**src/rtl/core/hps_ram.sv**
```systemverilog
`timescale 1ns / 1ps
module hps_ram #(
    parameter int WIDTH = 16,
    parameter int DEPTH = 256
) (
    input  logic                     i_clk,
    input  logic                     i_we,
    input  logic [$clog2(DEPTH)-1:0] i_waddr,
    input  logic [WIDTH-1:0]         i_wdata,
    input  logic [$clog2(DEPTH)-1:0] i_raddr,
    output logic [WIDTH-1:0]         o_rdata
);
    logic [WIDTH-1:0] r_mem [DEPTH];
    logic [WIDTH-1:0] r_rdata;

    // one write port, registered read
    always_ff @(posedge i_clk) begin
        if (i_we) begin
            r_mem[i_waddr] <= i_wdata;
        end
        r_rdata <= r_mem[i_raddr];
    end

    assign o_rdata = r_rdata;
endmodule

```
**config.mk**
```make
export PLATFORM = sky130hd
export DESIGN_NAME = hps_ram
export DESIGN_NICKNAME = d
export VERILOG_FILES = /design/src/rtl/core/hps_ram.sv
export SDC_FILE = /design/constraint.sdc
export NUM_CORES = 2
export LEC_CHECK = 0
export BUFFER_PORTS_ARGS = -buffer_cell sky130_fd_sc_hd__buf_2
export CAP_MARGIN = 25
export CORE_UTILIZATION = 57
export DETAILED_ROUTE_END_ITERATION = 8
export PLACE_DENSITY = 0.8
export SYNTH_ARGS = -nofsm -noshare
export SYNTH_HDL_FRONTEND = slang
export SYNTH_SLANG_ARGS = --single-unit
```
**constraint.sdc**
```tcl
create_clock -name i_clk -period 4.1 [get_ports i_clk]
set_clock_uncertainty 0.15 [all_clocks]
set_input_delay 0.82 -clock i_clk [delete_from_list [all_inputs] [get_ports i_clk]]
set_output_delay 0.82 -clock i_clk [all_outputs]
set_load 0.01 [all_outputs]
```
# After elaboration in Yosys (flattened, before gate mapping)
# Memories as Yosys holds them, arrays and structs flattened. A register that Yosys moved wholly into a read port is not among the register bits.
# Index checks and enable logic that the tools add are counted.
# totals
register_bits	0
ramBits	4096
input_bits	34
output_inout_bits	16
elab_cells	3
mem_count	1
# mem_list
name	depth	word_bits	read_ports	rd_ports_with_merged_regs	write_ports	line_no	rtl
r_mem	256	16	1	1	1	13	logic [WIDTH-1:0] r_mem [DEPTH];
# op_classes
mux	2
# op_table
cell	n
$mux W1	2

# Depth between registers and ports, before layout
# depth
ltp_word	2
ltp_mapped	12
depth_no_buf	6

# Worst setup path before layout
# No wires, ideal clock.
# synth_path
path_type	input to register
from	input i_waddr[3]
to	memory r_mem[235][0] (enable)
setup_ns	0.388
arrival_time_ns	2.597
required_ns	3.562
setup_slack_ns	0.965
cell_stages	6
n_path_buf	3
path_cell_list	clkbuf_1 > nor2b_1 > clkbuf_1 > nand4_1 > clkbuf_1 > nor2_1
# synth_rtl
item	line_no	rtl
start, declared	8	input logic [$clog2(DEPTH)-1:0] i_waddr,
end, declared	13	
# Straight into the memory's write port.

==> metrics.txt <==
worst path buffer plus inverter count=3; initial antenna violation count=33; Setup crit end kind=register; CORE AREA=about 280000 sq um; fmax=271 MHz; CP Max Fanout=between 70 and 80; met3 usage in global routing=about 8.2%; Max Root-Sink Buffers=4; first-pass GRT wire length=620 mm; Sw Pwr=0.0189 W; via count=roughly 86000; gr busiest metal=met2; post-route ant nets=0; Pre-antenna DRT Iters=9; Post-Synthesis Cells=between 7000 and 8000; sequential fraction of the synthesis area=between 70% and 80%; final worst slack=slightly above 0.4 ns; Hold Crit Endpoint=r_mem[229][1]; Initial DRC Count=roughly 15000; gr usage total=between 30% and 40%; Post-CTS Setup Bufs=0; fin cells=between 10000 and 15000; Worst-Margin Slew=~1.3 ns; cell internal pwr=0.0686 W; largest net degree at the start of global routing=140; die height=530 microns; unrepaired setup endpoints after global routing=no; crit path cell chain=buf_8, buf_12, mux4_2, mux2_2, a22oi_1, nand2_1, o32ai_1, buf_4, nor4_1; Net Count, Synth=around 7400; Worst Hold Class=in -> reg; Comb pwr share=between 5 and 6%; vias in the first global route=around 84000; reg2reg end=o_rdata[10]; Peak VDD IR=around 580 uV; Yosys warnings=0; Crit-path slowest cell=o32ai_1; total congestion overflow=0; number of synthesized flops with an enable pin=~4100; die area=roughly 280000 sq um; Crit Path Class=in -> reg; WL/cell=approximately 37 microns; CTS tree=built; synthesized area=around 160000 sq um; area delta synth->final=13.4%; drt via density=about 7.1; Synth Flop Type=edfxtp_1; period utilisation layout=90.1%; Avg Synthesized Cell Area=roughly 22 sq um; # setup viols final=0; routing usage on met1=40.8%; Required @ worst endpoint=approximately 4.8 ns; crit-path leading delay family=compound AO/OA/AOI/OAI gates; layout cells sized above 1=about a quarter; Async SR Flop Fraction=0%; dpl ws=-0.246 ns; number of core rows=193; Power, Total=approximately 0.09 W; hold-critical path depth=1; Yosys reg bits=roughly 4100; Initial Util=~57%; clock share of power=a little over two fifths; FILL cells=about 17000; M2 GR Usage=roughly 49%; worst reg-to-reg path cell count=7; CTS HTree Levels=5; Routed Wire Length=between 400 and 500 mm; Worst-Skew Late Latency=between 0.9 and 1 ns; max-cap violations=0; status=completed; Hold-fix buffers, CTS=0; Fin. Hold Viols=0; Final GP Congestion=around 0.94; startpoint types=input pin; CP max stage delay=0.90 ns; IO Count=50; clock buffer count from CTS=slightly below 400; pwr/cell area=between 400 and 500 nW/um^2; Die X=roughly 530 microns; Seq pwr share=between 50% and 60%; max_slew headroom=around an eighth; post-CTS sizing=0; sw frac=a little over a fifth; crit path DAT=between 4 and 5 ns; crit path time final=~3.7 ns; Distinct cells, synth=52; R2R setup slack=about 0.7 ns; dpl hpwl=between 200 and 300 mm; hold wc startpoint=i_wdata[1]; CTS Root Buffer Type=clkbuf_16; Final Net Count=~8000; DRC=0; clock sink total=approximately 4100; Max Transition Viols Final=0; placed insts=roughly 11000; r2r startpoint=r_mem[0][10]; P_leak=between 50 and 60 nW; Port Buffers=49; CTS clk-pin slew, worst paths=roughly 0.060 ns
kinds of logic (layout without fill, tap and decap cells):
logic type	Yosys count	in the layout	synth area share, %
AO/OA/AOI/OAI	786	786	3.54
buffers and inverters	456	1406	1.69
flip-flops	4112	4112	77.7
multiplexers	1450	1450	15.5
other	0	18	0
AND/OR/NAND/NOR	556	556	1.57
cells in the final DEF, fill, tap and decap left out, types with 88 or more instances in the layout:
cell,Yosys,routed
o221ai_1,252,252
edfxtp_1,4096,4096
buf_4,26,558
nor2_1,304,289
nor3_1,92,90
o22ai_1,148,148
mux4_2,797,797
mux2i_1,565,565
clkinv_1,0,89
a21oi_1,175,175
mux2_2,88,88
clkbuf_16,0,396
registers in the layout, summed over array words and instances, names as in the netlist:
register / cells
r_mem: 4096
o_rdata: 16
power by group through the flow:
stage,Clock [W],Combinational [W],Sequential [W]
global route,0.0381,0.00470,0.0464
global placement,0,0.00429,0.0473
CTS,0.0366,0.00450,0.0464
finish,0.0365,0.00462,0.0464
floorplan,0,0.00229,0.0473
detailed placement,0,0.00441,0.0473
synth_stat cells (4+ instances only):
| cell | instances | area [sq um] |
|---|---|---|
| a211oi_1 | 18 | 135 |
| edfxtp_1 | 4096 | 123000 |
| buf_1 | 27 | 101 |
| nor3_1 | 92 | 460 |
| a2111oi_0 | 6 | 52.6 |
| buf_4 | 26 | 195 |
| clkbuf_1 | 230 | 863 |
| nor2_1 | 304 | 1140 |
| dfxtp_1 | 16 | 320 |
| o21ai_0 | 37 | 185 |
| a221oi_1 | 28 | 245 |
| o31ai_1 | 16 | 120 |
| buf_8 | 11 | 165 |
| a31oi_1 | 6 | 37.5 |
| a22o_1 | 32 | 280 |
| nor2b_1 | 9 | 56.3 |
| a21oi_1 | 175 | 876 |
| nand2_1 | 38 | 143 |
| nor4_1 | 17 | 106 |
| and3_1 | 11 | 68.8 |
| nand4_1 | 26 | 163 |
| buf_2 | 76 | 380 |
| mux2_2 | 88 | 991 |
| a22oi_1 | 43 | 323 |
| mux4_2 | 797 | 17900 |
| nand3_1 | 35 | 175 |
| or2_2 | 4 | 25.0 |
| buf_12 | 5 | 100 |
| o22ai_1 | 148 | 926 |
| mux2i_1 | 565 | 5660 |
| o221ai_1 | 252 | 2210 |
| buf_6 | 77 | 867 |
| o32ai_1 | 20 | 175 |
per-layer routing:
metal	up-vias	routed length, microns	part of all wire [%]
li1	32500	-	-
met1	43600	147000	33
met2	7851	206000	46
met3	1488	59500	13
met4	26	30100	6.8
met5	-	483	0.11
area by class of cell:
type	count	area, sq um	share of cell area, %
multi-input combinational	2792	32800	18.2
antenna	18	45.0	0.0250
inverter	4	27.5	0.0153
clock buffer	465	10200	5.68
tap	3705	4640	2.58
timing repair buffer	694	6340	3.52
sequential	4112	123000	68.5
clock inverter	243	2600	1.44
worst max path at each step:
stage,start,endpoint,slack [ns],cells after the start
6_report,i_raddr[1],o_rdata[10],0.41,9
3_5_place_dp,i_raddr[1],o_rdata[10],-0.25,9
3_3_place_gp,i_raddr[0],o_rdata[0],-0.53,9
5_1_grt,i_raddr[0],o_rdata[6],0.51,11
4_1_cts,i_raddr[1],o_rdata[10],0.68,9
2_1_floorplan,i_waddr[3],r_mem[235][0],0.96,6
per-stage QoR:
stage / util [%] / hold WS, ns / instance area (sq um) / setup TNS [ns]
floorplan: - / 0.704 / 159000 / 0
global placement: 60.4 / 0.844 / 167000 / -0.790
detailed placement: 60.4 / 0.871 / 167000 / -0.485
CTS: 65.0 / 0.225 / 180000 / 0
global route: 65.0 / 0.233 / 180000 / 0
finish: 65.0 / 0.256 / 180000 / 0
Power figures use the tool's default switching activity.
